`src/rtl/line_rasterizer_macros.svh`:
```
// Assertion macros for line_rasterizer.sv, the file that carries concurrent checks.
`ifndef LINE_RASTERIZER_MACROS_SVH
`define LINE_RASTERIZER_MACROS_SVH

// Same-cycle implication, checked outside reset.
`define LRAST_ASSERT_NOW(label, clk, rst_n, ante, cons) \
    label: assert property (@(posedge clk) disable iff (!rst_n) (ante) |-> (cons)) \
        else $error("line_rasterizer check failed");

// Next-cycle implication, checked outside reset.
`define LRAST_ASSERT_NEXT(label, clk, rst_n, ante, cons) \
    label: assert property (@(posedge clk) disable iff (!rst_n) (ante) |=> (cons)) \
        else $error("line_rasterizer check failed");

`endif

```
`src/rtl/lrast_pkg.sv`:
```
package lrast_pkg;

    // Default coordinate width.
    localparam int COORD_BITS_DEF = 12;

    // Fixed field widths.
    localparam int STRIDE_BITS = 13;
    localparam int ADDR_BITS   = 32;
    localparam int COLOR_BITS  = 8;
    localparam int APB_DATA_BITS = 32;
    localparam int APB_ADDR_BITS = 3;

    // Command codes.
    localparam logic OP_START = 1'b0;
    localparam logic OP_NEXT  = 1'b1;

    // Register indexes (word address, paddr[2]).
    localparam logic REG_LINE_STRIDE = 1'b0;
    localparam logic REG_FRAME_BASE  = 1'b1;

    // Register reset values.
    localparam logic [STRIDE_BITS-1:0] LINE_STRIDE_RESET = 13'd720;
    localparam logic [ADDR_BITS-1:0]   FRAME_BASE_RESET  = 32'd0;

    typedef struct packed {
        logic [STRIDE_BITS-1:0] line_stride;
        logic [ADDR_BITS-1:0]   frame_base;
    } cfg_t;

endpackage

```
`src/rtl/lrast_in_if.sv`:
```
interface lrast_in_if #(
    parameter int COORD_BITS = lrast_pkg::COORD_BITS_DEF
) ();
    logic                                valid;
    logic                                ready;
    logic                                op;
    logic [COORD_BITS-1:0]               x_start;
    logic [COORD_BITS-1:0]               y_start;
    logic [COORD_BITS-1:0]               x_end;
    logic [COORD_BITS-1:0]               y_end;
    logic [lrast_pkg::COLOR_BITS-1:0]    color;

    modport source (
        output valid, op, x_start, y_start, x_end, y_end, color,
        input  ready
    );

    modport sink (
        input  valid, op, x_start, y_start, x_end, y_end, color,
        output ready
    );
endinterface

```
`src/rtl/lrast_out_if.sv`:
```
interface lrast_out_if #(
    parameter int COORD_BITS = lrast_pkg::COORD_BITS_DEF
) ();
    logic                                valid;
    logic                                ready;
    logic [COORD_BITS-1:0]               pixel_x;
    logic [COORD_BITS-1:0]               pixel_y;
    logic [lrast_pkg::ADDR_BITS-1:0]     pixel_address;
    logic [lrast_pkg::COLOR_BITS-1:0]    pixel_color;
    logic                                last;

    modport source (
        output valid, pixel_x, pixel_y, pixel_address, pixel_color, last,
        input  ready
    );

    modport sink (
        input  valid, pixel_x, pixel_y, pixel_address, pixel_color, last,
        output ready
    );
endinterface

```
`src/rtl/lrast_cfg.sv`:
```
module lrast_cfg (
    input  logic                                   clk,
    input  logic                                   rst_n,
    input  logic                                   psel,
    input  logic                                   penable,
    input  logic                                   pwrite,
    input  logic [lrast_pkg::APB_ADDR_BITS-1:0]    paddr,
    input  logic [lrast_pkg::APB_DATA_BITS-1:0]    pwdata,
    output logic [lrast_pkg::APB_DATA_BITS-1:0]    prdata,
    output logic                                   pready,
    output lrast_pkg::cfg_t                        cfg
);

    logic [lrast_pkg::STRIDE_BITS-1:0] line_stride_reg;
    logic [lrast_pkg::ADDR_BITS-1:0]   frame_base_reg;
    logic                              wr_en;

    assign pready = 1'b1;
    assign wr_en  = psel && penable && pwrite;

    always_ff @(posedge clk or negedge rst_n)
    begin
        if (!rst_n)
        begin
            line_stride_reg <= lrast_pkg::LINE_STRIDE_RESET;
            frame_base_reg  <= lrast_pkg::FRAME_BASE_RESET;
        end
        else if (wr_en)
        begin
            case (paddr[2])
                lrast_pkg::REG_LINE_STRIDE:
                    line_stride_reg <= pwdata[lrast_pkg::STRIDE_BITS-1:0];
                lrast_pkg::REG_FRAME_BASE:
                    frame_base_reg <= pwdata;
                default:
                    frame_base_reg <= frame_base_reg;
            endcase
        end
    end

    always_comb
    begin
        case (paddr[2])
            lrast_pkg::REG_LINE_STRIDE:
                prdata = {{(lrast_pkg::APB_DATA_BITS - lrast_pkg::STRIDE_BITS){1'b0}},
                          line_stride_reg};
            lrast_pkg::REG_FRAME_BASE:
                prdata = frame_base_reg;
            default:
                prdata = '0;
        endcase
    end

    assign cfg.line_stride = line_stride_reg;
    assign cfg.frame_base  = frame_base_reg;

endmodule

```
`src/rtl/lrast_step.sv`:
```
module lrast_step #(
    parameter int COORD_BITS = lrast_pkg::COORD_BITS_DEF
) (
    input  logic                               clk,
    input  logic                               rst_n,
    lrast_in_if.sink                           cmd,
    output logic                               stp_valid,
    input  logic                               stp_ready,
    output logic [COORD_BITS-1:0]              stp_x,
    output logic [COORD_BITS-1:0]              stp_y,
    output logic [lrast_pkg::COLOR_BITS-1:0]   stp_color,
    output logic                               stp_last
);

    localparam int DW = COORD_BITS + 3;
    localparam int IW = COORD_BITS + 2;

    // Input register.
    logic                              cmd_valid_reg;
    logic                              op_reg;
    logic [COORD_BITS-1:0]             xs_reg;
    logic [COORD_BITS-1:0]             ys_reg;
    logic [COORD_BITS-1:0]             xe_reg;
    logic [COORD_BITS-1:0]             ye_reg;
    logic [lrast_pkg::COLOR_BITS-1:0]  color_in_reg;

    // Line state.
    logic                              busy_reg;
    logic [COORD_BITS-1:0]             cur_x_reg;
    logic [COORD_BITS-1:0]             cur_y_reg;
    logic [COORD_BITS-1:0]             end_major_reg;
    logic [DW-1:0]                     decision_reg;
    logic [IW-1:0]                     inc_straight_reg;
    logic [DW-1:0]                     inc_diagonal_reg;
    logic                              minor_down_reg;
    logic                              x_major_reg;
    logic [lrast_pkg::COLOR_BITS-1:0]  held_color_reg;

    // Pixel register.
    logic                              pix_valid_reg;
    logic [COORD_BITS-1:0]             pix_x_reg;
    logic [COORD_BITS-1:0]             pix_y_reg;
    logic [lrast_pkg::COLOR_BITS-1:0]  pix_color_reg;
    logic                              pix_last_reg;

    // Next values.
    logic [COORD_BITS-1:0]             dx;
    logic [COORD_BITS-1:0]             dy;
    logic [COORD_BITS-1:0]             dmaj;
    logic [COORD_BITS-1:0]             dmin;
    logic [COORD_BITS-1:0]             sa;
    logic [COORD_BITS-1:0]             sb;
    logic                              xmaj_s;
    logic                              diag;
    logic [COORD_BITS-1:0]             minor_add;
    logic [COORD_BITS-1:0]             cur_x_next;
    logic [COORD_BITS-1:0]             cur_y_next;
    logic [COORD_BITS-1:0]             end_major_next;
    logic [DW-1:0]                     decision_next;
    logic [IW-1:0]                     inc_straight_next;
    logic [DW-1:0]                     inc_diagonal_next;
    logic                              minor_down_next;
    logic                              x_major_next;
    logic [lrast_pkg::COLOR_BITS-1:0]  held_color_next;
    logic [COORD_BITS-1:0]             major_next;
    logic                              fin_next;
    logic                              has_result;
    logic                              pix_room;
    logic                              step_go;

    assign pix_room  = !pix_valid_reg || stp_ready;
    assign step_go   = cmd_valid_reg && pix_room;
    assign cmd.ready = !cmd_valid_reg || pix_room;

    always_comb
    begin
        // Setup terms for a new line.
        dx     = (xs_reg > xe_reg) ? (xs_reg - xe_reg) : (xe_reg - xs_reg);
        dy     = (ys_reg > ye_reg) ? (ys_reg - ye_reg) : (ye_reg - ys_reg);
        xmaj_s = dx > dy;
        dmaj   = xmaj_s ? dx : dy;
        dmin   = xmaj_s ? dy : dx;
        sa     = xmaj_s ? xs_reg : ys_reg;
        sb     = xmaj_s ? xe_reg : ye_reg;

        // One step along the major axis; minor add is +1 or all ones.
        diag      = !decision_reg[DW-1];
        minor_add = {{(COORD_BITS-1){minor_down_reg}}, 1'b1};

        cur_x_next        = cur_x_reg;
        cur_y_next        = cur_y_reg;
        end_major_next    = end_major_reg;
        decision_next     = decision_reg;
        inc_straight_next = inc_straight_reg;
        inc_diagonal_next = inc_diagonal_reg;
        minor_down_next   = minor_down_reg;
        x_major_next      = x_major_reg;
        held_color_next   = held_color_reg;
        has_result        = 1'b0;

        if (op_reg == lrast_pkg::OP_START)
        begin
            has_result        = 1'b1;
            held_color_next   = color_in_reg;
            x_major_next      = xmaj_s;
            if (sa > sb)
            begin
                cur_x_next      = xe_reg;
                cur_y_next      = ye_reg;
                end_major_next  = sa;
                minor_down_next = xmaj_s ? (ys_reg < ye_reg) : (xs_reg < xe_reg);
            end
            else
            begin
                cur_x_next      = xs_reg;
                cur_y_next      = ys_reg;
                end_major_next  = sb;
                minor_down_next = xmaj_s ? (ye_reg < ys_reg) : (xe_reg < xs_reg);
            end
            decision_next     = {2'b00, dmin, 1'b0} - {3'b000, dmaj};
            inc_straight_next = {1'b0, dmin, 1'b0};
            inc_diagonal_next = {2'b00, dmin, 1'b0} - {2'b00, dmaj, 1'b0};
        end
        else if (busy_reg)
        begin
            has_result = 1'b1;
            if (x_major_reg)
            begin
                cur_x_next = cur_x_reg + {{(COORD_BITS-1){1'b0}}, 1'b1};
                if (diag)
                begin
                    cur_y_next = cur_y_reg + minor_add;
                end
            end
            else
            begin
                cur_y_next = cur_y_reg + {{(COORD_BITS-1){1'b0}}, 1'b1};
                if (diag)
                begin
                    cur_x_next = cur_x_reg + minor_add;
                end
            end
            decision_next = decision_reg +
                            (diag ? inc_diagonal_reg : {1'b0, inc_straight_reg});
        end

        major_next = x_major_next ? cur_x_next : cur_y_next;
        fin_next   = (major_next == end_major_next);
    end

    always_ff @(posedge clk or negedge rst_n)
    begin
        if (!rst_n)
        begin
            cmd_valid_reg <= 1'b0;
            busy_reg      <= 1'b0;
            pix_valid_reg <= 1'b0;
        end
        else
        begin
            if (cmd.ready)
            begin
                cmd_valid_reg <= cmd.valid;
            end
            if (step_go)
            begin
                pix_valid_reg <= has_result;
                if (has_result)
                begin
                    busy_reg <= !fin_next;
                end
            end
            else if (stp_ready)
            begin
                pix_valid_reg <= 1'b0;
            end
        end
    end

    always_ff @(posedge clk)
    begin
        if (cmd.ready && cmd.valid)
        begin
            op_reg       <= cmd.op;
            xs_reg       <= cmd.x_start;
            ys_reg       <= cmd.y_start;
            xe_reg       <= cmd.x_end;
            ye_reg       <= cmd.y_end;
            color_in_reg <= cmd.color;
        end
        if (step_go && has_result)
        begin
            cur_x_reg        <= cur_x_next;
            cur_y_reg        <= cur_y_next;
            end_major_reg    <= end_major_next;
            decision_reg     <= decision_next;
            inc_straight_reg <= inc_straight_next;
            inc_diagonal_reg <= inc_diagonal_next;
            minor_down_reg   <= minor_down_next;
            x_major_reg      <= x_major_next;
            held_color_reg   <= held_color_next;
            pix_x_reg        <= cur_x_next;
            pix_y_reg        <= cur_y_next;
            pix_color_reg    <= held_color_next;
            pix_last_reg     <= fin_next;
        end
    end

    assign stp_valid = pix_valid_reg;
    assign stp_x     = pix_x_reg;
    assign stp_y     = pix_y_reg;
    assign stp_color = pix_color_reg;
    assign stp_last  = pix_last_reg;

endmodule

```
`src/rtl/lrast_addr.sv`:
```
module lrast_addr #(
    parameter int COORD_BITS = lrast_pkg::COORD_BITS_DEF
) (
    input  logic                               clk,
    input  logic                               rst_n,
    input  lrast_pkg::cfg_t                    cfg,
    input  logic                               stp_valid,
    output logic                               stp_ready,
    input  logic [COORD_BITS-1:0]              stp_x,
    input  logic [COORD_BITS-1:0]              stp_y,
    input  logic [lrast_pkg::COLOR_BITS-1:0]   stp_color,
    input  logic                               stp_last,
    lrast_out_if.source                        pix
);

    localparam int PW = lrast_pkg::STRIDE_BITS + COORD_BITS;

    logic                              out_valid_reg;
    logic [COORD_BITS-1:0]             out_x_reg;
    logic [COORD_BITS-1:0]             out_y_reg;
    logic [lrast_pkg::ADDR_BITS-1:0]   out_addr_reg;
    logic [lrast_pkg::COLOR_BITS-1:0]  out_color_reg;
    logic                              out_last_reg;
    logic [PW-1:0]                     row_offset;
    logic [lrast_pkg::ADDR_BITS-1:0]   addr_next;

    assign stp_ready = !out_valid_reg || pix.ready;

    // Row offset fits in 32 bits for coordinate widths up to 19 bits.
    assign row_offset = PW'(cfg.line_stride) * PW'(stp_y);
    assign addr_next  = cfg.frame_base
                      + {{(lrast_pkg::ADDR_BITS - PW){1'b0}}, row_offset}
                      + {{(lrast_pkg::ADDR_BITS - COORD_BITS){1'b0}}, stp_x};

    always_ff @(posedge clk or negedge rst_n)
    begin
        if (!rst_n)
        begin
            out_valid_reg <= 1'b0;
        end
        else if (stp_ready)
        begin
            out_valid_reg <= stp_valid;
        end
    end

    always_ff @(posedge clk)
    begin
        if (stp_ready && stp_valid)
        begin
            out_x_reg     <= stp_x;
            out_y_reg     <= stp_y;
            out_addr_reg  <= addr_next;
            out_color_reg <= stp_color;
            out_last_reg  <= stp_last;
        end
    end

    assign pix.valid         = out_valid_reg;
    assign pix.pixel_x       = out_x_reg;
    assign pix.pixel_y       = out_y_reg;
    assign pix.pixel_address = out_addr_reg;
    assign pix.pixel_color   = out_color_reg;
    assign pix.last          = out_last_reg;

endmodule

```
`src/rtl/line_rasterizer.sv`:
```
// Bresenham line rasterizer. A start item (op = 0) loads two endpoints and a
// color and yields the first pixel; each next item (op = 1) yields the
// following pixel, with its byte address frame_base + line_stride * y + x
// (modulo 2^32) and a last flag on the final endpoint. Lines are drawn from
// the endpoint with the smaller major coordinate, and a line whose |dx|
// equals |dy| is treated as y-major. A next item while no line is active
// yields nothing, and a start item abandons any line in progress. The block
// takes one item per cycle when the output side is not stalled. An accepted
// item passes from the input register to the step stage, whose single add
// and compare on the error term sets the rate, and from there through the
// address stage, which holds the stride multiply, into the output register.
// Each stage holds its item while the stage after it is full, so the input
// keeps flowing as long as an empty slot remains ahead of it. The stride and
// base registers sit on the APB port at byte addresses 0 and 4 and should be
// written only while no item is in flight.

`include "line_rasterizer_macros.svh"

module line_rasterizer #(
    parameter int COORD_BITS = lrast_pkg::COORD_BITS_DEF
) (
    input  logic                                   clk,
    input  logic                                   rst_n,
    input  logic                                   psel,
    input  logic                                   penable,
    input  logic                                   pwrite,
    input  logic [lrast_pkg::APB_ADDR_BITS-1:0]    paddr,
    input  logic [lrast_pkg::APB_DATA_BITS-1:0]    pwdata,
    output logic [lrast_pkg::APB_DATA_BITS-1:0]    prdata,
    output logic                                   pready,
    lrast_in_if.sink                               cmd,
    lrast_out_if.source                            pix
);

    localparam int AW = lrast_pkg::ADDR_BITS;

    // Configuration seen by the address stage.
    lrast_pkg::cfg_t                   cfg;

    // Handoff from the step stage to the address stage.
    logic                              stp_valid;
    logic                              stp_ready;
    logic [COORD_BITS-1:0]             stp_x;
    logic [COORD_BITS-1:0]             stp_y;
    logic [lrast_pkg::COLOR_BITS-1:0]  stp_color;
    logic                              stp_last;

    // Address that the pixel on the output should carry.
    logic [AW-1:0]                     chk_addr;

    // Register file for stride and frame base.
    lrast_cfg u_cfg (
        .clk     (clk),
        .rst_n   (rst_n),
        .psel    (psel),
        .penable (penable),
        .pwrite  (pwrite),
        .paddr   (paddr),
        .pwdata  (pwdata),
        .prdata  (prdata),
        .pready  (pready),
        .cfg     (cfg)
    );

    // Input register, line state and one Bresenham step per item.
    lrast_step #(
        .COORD_BITS (COORD_BITS)
    ) u_step (
        .clk       (clk),
        .rst_n     (rst_n),
        .cmd       (cmd),
        .stp_valid (stp_valid),
        .stp_ready (stp_ready),
        .stp_x     (stp_x),
        .stp_y     (stp_y),
        .stp_color (stp_color),
        .stp_last  (stp_last)
    );

    // Address computation and the output register.
    lrast_addr #(
        .COORD_BITS (COORD_BITS)
    ) u_addr (
        .clk       (clk),
        .rst_n     (rst_n),
        .cfg       (cfg),
        .stp_valid (stp_valid),
        .stp_ready (stp_ready),
        .stp_x     (stp_x),
        .stp_y     (stp_y),
        .stp_color (stp_color),
        .stp_last  (stp_last),
        .pix       (pix)
    );

    assign chk_addr = cfg.frame_base
                    + AW'(cfg.line_stride) * AW'(pix.pixel_y)
                    + AW'(pix.pixel_x);

    // A pixel handed to the address stage shows up on the output next cycle.
    `LRAST_ASSERT_NEXT(a_handoff_to_out, clk, rst_n, stp_valid && stp_ready, pix.valid)

    // Every shown pixel carries the address of its coordinates.
    `LRAST_ASSERT_NOW(a_addr_match, clk, rst_n, pix.valid, pix.pixel_address == chk_addr)

    // The address stage never refuses a pixel while the output register is free.
    `LRAST_ASSERT_NOW(a_addr_ready, clk, rst_n, !pix.valid, stp_ready)

endmodule
```
`src/flat_wrapper.sv`:
```
// flat-port wrapper written by rule: the top's interface ports become plain ports
module line_rasterizer_flat 
#(
    parameter int COORD_BITS = lrast_pkg::COORD_BITS_DEF
)
  (clk, rst_n, psel, penable, pwrite, paddr, pwdata, prdata, pready, cmd_valid, cmd_op, cmd_x_start, cmd_y_start, cmd_x_end, cmd_y_end, cmd_color, cmd_ready, pix_valid, pix_pixel_x, pix_pixel_y, pix_pixel_address, pix_pixel_color, pix_last, pix_ready);
  lrast_in_if #(.COORD_BITS(COORD_BITS)) cmd_i ();
  lrast_out_if #(.COORD_BITS(COORD_BITS)) pix_i ();
  input  logic clk;
  input  logic rst_n;
  input  logic psel;
  input  logic penable;
  input  logic pwrite;
  input  logic [lrast_pkg::APB_ADDR_BITS-1:0] paddr;
  input  logic [lrast_pkg::APB_DATA_BITS-1:0] pwdata;
  output logic [lrast_pkg::APB_DATA_BITS-1:0] prdata;
  output logic pready;
  input wire logic [$bits(cmd_i.valid)-1:0] cmd_valid;
  input wire logic [$bits(cmd_i.op)-1:0] cmd_op;
  input wire logic [$bits(cmd_i.x_start)-1:0] cmd_x_start;
  input wire logic [$bits(cmd_i.y_start)-1:0] cmd_y_start;
  input wire logic [$bits(cmd_i.x_end)-1:0] cmd_x_end;
  input wire logic [$bits(cmd_i.y_end)-1:0] cmd_y_end;
  input wire logic [$bits(cmd_i.color)-1:0] cmd_color;
  output wire logic [$bits(cmd_i.ready)-1:0] cmd_ready;
  output wire logic [$bits(pix_i.valid)-1:0] pix_valid;
  output wire logic [$bits(pix_i.pixel_x)-1:0] pix_pixel_x;
  output wire logic [$bits(pix_i.pixel_y)-1:0] pix_pixel_y;
  output wire logic [$bits(pix_i.pixel_address)-1:0] pix_pixel_address;
  output wire logic [$bits(pix_i.pixel_color)-1:0] pix_pixel_color;
  output wire logic [$bits(pix_i.last)-1:0] pix_last;
  input wire logic [$bits(pix_i.ready)-1:0] pix_ready;
  assign cmd_i.valid = cmd_valid;
  assign cmd_i.op = cmd_op;
  assign cmd_i.x_start = cmd_x_start;
  assign cmd_i.y_start = cmd_y_start;
  assign cmd_i.x_end = cmd_x_end;
  assign cmd_i.y_end = cmd_y_end;
  assign cmd_i.color = cmd_color;
  assign cmd_ready = cmd_i.ready;
  assign pix_valid = pix_i.valid;
  assign pix_pixel_x = pix_i.pixel_x;
  assign pix_pixel_y = pix_i.pixel_y;
  assign pix_pixel_address = pix_i.pixel_address;
  assign pix_pixel_color = pix_i.pixel_color;
  assign pix_last = pix_i.last;
  assign pix_i.ready = pix_ready;
  line_rasterizer #(.COORD_BITS(COORD_BITS)) u_core (.clk(clk), .rst_n(rst_n), .psel(psel), .penable(penable), .pwrite(pwrite), .paddr(paddr), .pwdata(pwdata), .prdata(prdata), .pready(pready), .cmd(cmd_i), .pix(pix_i));
endmodule
```
`config.mk`:
```
export PLATFORM = sky130hd
export DESIGN_NAME = line_rasterizer_flat
export DESIGN_NICKNAME = d
export VERILOG_FILES = /design/src/rtl/lrast_pkg.sv /design/src/rtl/lrast_in_if.sv /design/src/rtl/lrast_out_if.sv /design/src/rtl/lrast_cfg.sv /design/src/rtl/lrast_step.sv /design/src/rtl/lrast_addr.sv /design/src/rtl/line_rasterizer.sv /design/src/flat_wrapper.sv
export VERILOG_INCLUDE_DIRS = /design/src /design/src/rtl
export SDC_FILE = /design/constraint.sdc
export NUM_CORES = 1
export LEC_CHECK = 0
export ABC_AREA = 1
export BUFFER_PORTS_ARGS = -buffer_cell sky130_fd_sc_hd__buf_2
export CAP_MARGIN = 20
export CORE_AREA = 3 3 250 252
export DETAILED_ROUTE_END_ITERATION = 6
export DIE_AREA = 0 0 253 255
export PLACE_DENSITY = 0.57
export SLEW_MARGIN = 40
export SYNTH_ARGS = -nofsm -noshare
export SYNTH_HDL_FRONTEND = slang
export SYNTH_SLANG_ARGS = --single-unit
```
`constraint.sdc`:
```
create_clock -name clk -period 7.3 [get_ports clk]
set_input_delay 0.73 -clock clk [delete_from_list [all_inputs] [get_ports clk]]
set_output_delay 0.73 -clock clk [all_outputs]
set_load 0.005 [all_outputs]
```
==> impl_results.md, run 1 <==
* Status: finished clean
* Count leader, synth: nand2_1
* Post-route setup slack at 0.8757 ns
* Share of cells above drive strength 1 at 11.76%
* Count of flip-flops with a built-in enable after synthesis at around 210
* Reg area at 7477 sq um
* Cts repair resizes at 0
* IO Count at 199
* Post-synth top cells: nand2_1 (935), inv_1 (509), nand3_1 (243)
* Register area share after synthesis at a little under a third
* DR WL/cell at 16.93 um
* Synth Flop Type: edfxtp_1
* Fmax at 0.1557 GHz
* Max clock buf depth at 3
* Die Area at 64520 sq um
* Initial antenna violation count at 0
* GRT overflow at 0
* H-tree depth at 1
* Clk_lat worst skew at 0.60 ns
* Period utilization at roughly nine tenths
* Layout area overhead at 12.55%
* Vias at 20289
* CP arrival at 6.89 ns
* Post-detail-place hpwl at between 50 and 60 mm
* Yosys top cell by area: edfxtp_1
* CTS tree: done
* Largest net degree at the start of global routing at 66
* Fin nets at 3742
* Netlist cell types at 55
* Worst R2R Path Depth at 45
* WS Path Type: flip-flop to flip-flop
* Filler Cell Count at 6205
* Fin. Hold Viols at 0
* Total track usage at about a fifth
* Drt drc at 0
* Ranking of synthesized cells by area: edfxtp_1 (26%), nand2_1 (15%), fa_1 (13%)
* CORE AREA at 60360 sq um
* # setup viols final at 0
* Hold/Removal Path Class: input pin to async pin
* Crit start category: flip-flop
* Total Neg Setup Slack at 0 ns
* Syn. warnings at 0
* Endpoint type of the worst setup path: flip-flop
* Clk slew on worst S/H paths at ~0.060 ns
* FF-to-FF Start: u_core.u_step.ys_reg[0]
* CP dominant cell by count: nand2_1
* Clock sinks at ~260
* Number of global-route vias before repair at 19807
* # rows at 90
* Largest delay contributor family on the critical path: simple AND/OR/NAND/NOR gates
* RR Endpoint: u_core.u_step.busy_reg
* Post-synth ARST share at 19.07%
* Tmin final at 6.424 ns
* Synthesis-stage register bit count at 257
* CTS buffer count at 31
* FF-to-FF setup slack at 0.88 ns
* Synthesized instance count at approximately 3000
* First-pass GRT wire length at 108.6 mm
* Post-Place Worst Slack at 0.9001 ns
* Critical Path Fanout Max at 29
* CP required at just under 8 ns
* Slew Limit Fails at 0
* Clk root buf: clkbuf_16
* Count of hold-fix buffers inserted at cts at 0
* Mapped Avg Cell Area at roughly 8 sq um
* Vias/cell at 4.962
* Initial Utilization at between 30% and 40%
* Post-synth top area share at 25.91%
* Buffers plus inverters on the worst setup path at 9
* Die W at 253 um
* Iter 0 DRT Violations at roughly 1300
* Synth Cell Area at 24110 sq um
* CP max-delay cell: ha_1
* Post-CTS setup buffers at 0
* Die Y at 255 um
* Multi-input gate area at ~14000 sq um
* Antenna-violating nets left at 0
* RePlAce Congestion at 0.9702
* Max stage delay on crit path at 0.50 ns
* Post-synth net total at 3540
* Wirelength, routed at 69.22 mm
* Skew final at 0.03524 ns
* RSZ-0062 raised after global routing: false
* Worst Tran Pin Value at 0.8085 ns
* Antenna cell count at 0
* IO Port Bufs at between 150 and 200
* Max_cap viols at 0
* Drt pass-1 iters at 7
* Slew headroom at 46.10%
[cell type report]
cell class	count	area share [%]
Multi-Input combinational cell	2216	52.69
Sequential cell	257	27.55
Inverter	520	7.202
Timing Repair Buffer	257	5.459
Tap cell	782	3.606
Clock buffer	43	3.103
Clock inverter	14	0.3827
[how the worst max path moves through the flow]
stage	startpoint	to	slack, ns	cells after the start
after global placement	u_core.u_cfg.line_stride_reg[6]	u_core.u_addr.pix.pixel_address[23]	0.92	23
after detailed placement	u_core.u_cfg.line_stride_reg[6]	u_core.u_addr.pix.pixel_address[23]	0.90	23
after floorplan	u_core.u_step.stp_y[0]	u_core.u_addr.pix.pixel_address[23]	1.39	25
final	u_core.u_step.ys_reg[0]	u_core.u_step.busy_reg	0.88	45
after CTS	u_core.u_step.xs_reg[0]	u_core.u_step.busy_reg	0.88	45
after global routing	u_core.u_step.xs_reg[0]	u_core.u_step.busy_reg	0.29	44
[routing by layer]
layer,up-vias,share of wire [%],track usage [%]
met4,0,2.9,6.097
met3,93,4.5,1.951
met5,-,0,0
li1,10226,-,-
met2,519,48,37.20
met1,9451,45,28.57
[metrics by stage]
stage | std cells | hold WS (ns) | area, sq um | utilization [%]
after floorplan | 3081 | 0.4003 | 24110 | -
after global placement | 4030 | 0.4012 | 26160 | 43.33
after detailed placement | 4032 | 0.4045 | 26190 | 43.39
after CTS | 4089 | 0.2766 | 27140 | 44.96
after global routing | 4089 | 0.3004 | 27140 | 44.96
final | 4089 | 0.2693 | 27140 | 44.96
[logic make-up (layout without fill, tap and decap cells)]
group | Yosys count | in the layout | synth area share, %
multiplexers | 15 | 15 | 0.7006
buffers and inverters | 608 | 834 | 9.834
other | 1 | 1 | 0.01555
XOR/XNOR | 68 | 68 | 2.470
AND/OR/NAND/NOR | 1420 | 1420 | 24.46
flip-flops | 257 | 257 | 31.01
adder cells (fa/ha/maj) | 360 | 360 | 23.38
AO/OA/AOI/OAI | 352 | 352 | 8.122
[placed cells by master (no fill, tap or decap), drive strengths merged, types with 2 or more instances in the layout]
cell type / synthesis / layout
nor4: 2 / 2
a221oi: 2 / 2
xnor2: 23 / 23
xor2: 45 / 45
buf: 31 / 257
or2: 19 / 19
and2: 18 / 18
clkinv: 3 / 13
clkbuf: 57 / 43
a21o: 9 / 9
edfxtp: 208 / 208
o21ai: 147 / 147
o21a: 4 / 4
o211ai: 8 / 8
fa: 151 / 151
o221ai: 2 / 2
inv: 517 / 519
nand3b: 2 / 2
a21oi: 151 / 151
a31oi: 9 / 9
dfstp: 4 / 4
nor2: 154 / 154
a21boi: 5 / 5
o21bai: 8 / 8
nor3: 15 / 15
mux2: 15 / 15
ha: 209 / 209
nand2: 946 / 946
dfrtp: 45 / 45
nand3: 250 / 250
o2111ai: 2 / 2
nand4: 13 / 13
Power of run 1 is left out: the tool's default activity adds up to more than one toggle a clock period on the data nets, which glitch-free logic cannot reach.
==> inputs of run 2 (changes only) <==
--- a/config.mk
+++ b/config.mk
@@ -13,6 +13,7 @@
 export DETAILED_ROUTE_END_ITERATION = 6
 export DIE_AREA = 0 0 253 255
 export PLACE_DENSITY = 0.57
+export RECOVER_POWER = 50
 export SLEW_MARGIN = 40
 export SYNTH_ARGS = -nofsm -noshare
 export SYNTH_HDL_FRONTEND = slang
==> run 2 against run 1 <==
Against the previous run:
- the run now ends with capacitance limit, slew limit left
- utilization shrank 0.16 points
- register-to-register slack is essentially flat
- non-clock buffer count is the same
- global-route usage is the same
- hold slack gained 0.057 ns
- critical path depth is the same
- clock-buffer cell count is the same
- via count is essentially flat
- sequential cell count is the same
- final area shrank 0.35%
- critical endpoint unchanged
- largest cell class unchanged
- highest routed layer unchanged
==> impl_results.md, run 2 (same netlist as run 1, synthesis figures left out) <==
* Clk slew on worst S/H paths at 0.06 ns (about the same)
* Hold/Removal Path Class: input pin to flip-flop
* # rows at 90 (unchanged)
* Hold_ws at 0.3262 ns (+0.05690 ns)
* CORE AREA at 60360 sq um (unchanged)
* Max stage delay on crit path at 0.50 ns (about the same)
* Post-detail-place hpwl at 56.01 mm (unchanged)
* Fmax at 0.1555 GHz (about the same)
* Area after DPL at 26190 sq um (unchanged)
* WS Path Type: flip-flop to flip-flop
* Vias at 20302 (+0.064%)
* Post-Place Worst Slack at 0.9001 ns (unchanged)
* Antenna-violating nets left at 0 (unchanged)
* Period utilization at 88.08% (about the same)
* Die Area at 64520 sq um (unchanged)
* Critical Path Source: u_core.u_step.ys_reg[0]
* Failing checks: capacitance limit, slew limit
* Tmin final at 6.430 ns (+0.005571 ns)
* Fin nets at 3742 (unchanged)
* RePlAce Congestion at 0.9702 (unchanged)
* Worst Tran Pin Value at 4.029 ns (+3.221 ns)
* Share of cells above drive strength 1 at 10.31% (-1.5 points)
* Worst R2R Path Depth at 45 (unchanged)
* Most common cell after layout, fill and taps aside: nand2_1
* Cts repair resizes at 0 (unchanged)
* Endpoint type of the worst setup path: flip-flop
* Wirelength, routed at 69.27 mm (about the same)
* Iter 0 DRT Violations at 1363 (+4.2%)
* Vias/cell at 4.965 (about the same)
* DR WL/cell at 16.94 um (about the same)
* FF-to-FF setup slack at 0.87 ns (about the same)
* Clock sinks at 257 (unchanged)
* Crit start category: flip-flop
* CP dominant cell by count: nand2_1
* GRT overflow at 0 (unchanged)
* Drt drc at 0 (unchanged)
* Post-route setup slack at 0.8702 ns (-0.005571 ns)
* Number of global-route vias before repair at 19807 (unchanged)
* Total track usage at 21.38% (unchanged)
* Total Neg Setup Slack at 0 ns (unchanged)
* Initial antenna violation count at 0 (unchanged)
* Layout area overhead at 12.15%
* Die Y at 255 um (unchanged)
* Max clock buf depth at 3 (unchanged)
* Largest net degree at the start of global routing at 66 (unchanged)
* Post-route cell area at 27040 sq um (-0.35%)
* RSZ-0062 raised after global routing: false
* Slew headroom at -168.6% (-210 points)
* Antenna cell count at 0 (unchanged)
* FF-to-FF Start: u_core.u_step.ys_reg[0]
* CP max-delay cell: ha_1
* Count of hold-fix buffers inserted at cts at 0 (unchanged)
* IO Port Bufs at 195 (unchanged)
* Clk_lat worst skew at 0.60 ns (about the same)
* CP arrival at 6.89 ns (about the same)
* Initial Utilization at 39.94% (unchanged)
* IO Count at 199 (unchanged)
* # setup viols final at 0 (unchanged)
* CTS buffer count at 31 (unchanged)
* CP required at 7.76 ns (about the same)
* Status: finished with violations
* H-tree depth at 1 (unchanged)
* Critical Path Fanout Max at 29 (unchanged)
* Clk root buf: clkbuf_16
* Worst setup path end: u_core.u_step.busy_reg
* CTS tree: done
* Fin. Hold Viols at 0 (unchanged)
* First-pass GRT wire length at 108.6 mm (unchanged)
* Max_cap viols at 4 (+4)
* RR Endpoint: u_core.u_step.busy_reg
* Most frequent cells in the layout: nand2_1 (935), inv_1 (508), nand3_1 (243), ha_1 (209), edfxtp_1 (208)
* Slew Limit Fails at 200 (+200)
* Skew final at 0.03567 ns (+0.0004290 ns)
* Die W at 253 um (unchanged)
* Post-CTS setup buffers at 0 (unchanged)
* Drt pass-1 iters at 5 (-2)
run 2: cell types whose count changed in the layout (fill, tap and decap cells not counted), sizes merged:
| cell | change |
|---|---|
| buf | -46 |
| clkbuf | +46 |
run 2: stage by stage:
step | cells | utilization, %
floorplan | 3081 | -
global placement | 4030 | 43.33
detailed placement | 4032 | 43.39
CTS | 4089 | 44.96
global route | 4089 | 44.80
finish | 4089 | 44.80
run 2: worst min-delay path by stage:
stage / start / to / slack, ns / cells past startpoint
floorplan: u_core.u_step.stp_last / u_core.u_addr.pix.last / 0.40 / 0
global placement: u_core.u_step.color_in_reg[1] / u_core.u_step.stp_color[1] / 0.40 / 0
detailed placement: u_core.u_step.stp_color[2] / u_core.u_addr.pix.pixel_color[2] / 0.40 / 0
CTS: rst_n / u_core.u_cfg.frame_base_reg[1] / 0.28 / 2
global route: cmd_x_start[7] / u_core.u_step.xs_reg[7] / 0.30 / 1
finish: cmd_color[3] / u_core.u_step.color_in_reg[3] / 0.33 / 1
run 2: critical path, delay by kind of cell (launching register included):
| family | cells | cell delay (ns) |
|---|---|---|
| and+or+nand+nor | 31 | 3.13 |
| buffers and inverters | 9 | 1.27 |
| AOI/OAI and AO/OA | 1 | 0.09 |
| DFF | 1 | 0.38 |
| adders and majority gates | 4 | 1.43 |
run 2: layout make-up:
type                       instances  area, sq um
timing repair buffer             257         1400
tap                              782        978.4
fill                            6225        33320
clock buffer                      43        842.1
multi-input combinational       2216        14280
sequential                       257         7477
clock inverter                    14        103.9
inverter                         520         1954
run 2: routing by layer:
| metal | GRT usage, % | share of wire (%) |
|---|---|---|
| met5 | 0 | 0 |
| met4 | 6.097 | 3.0 |
| met3 | 1.951 | 4.5 |
| met2 | 37.20 | 47 |
| met1 | 28.57 | 45 |
Power of run 2 is left out for the same reason.
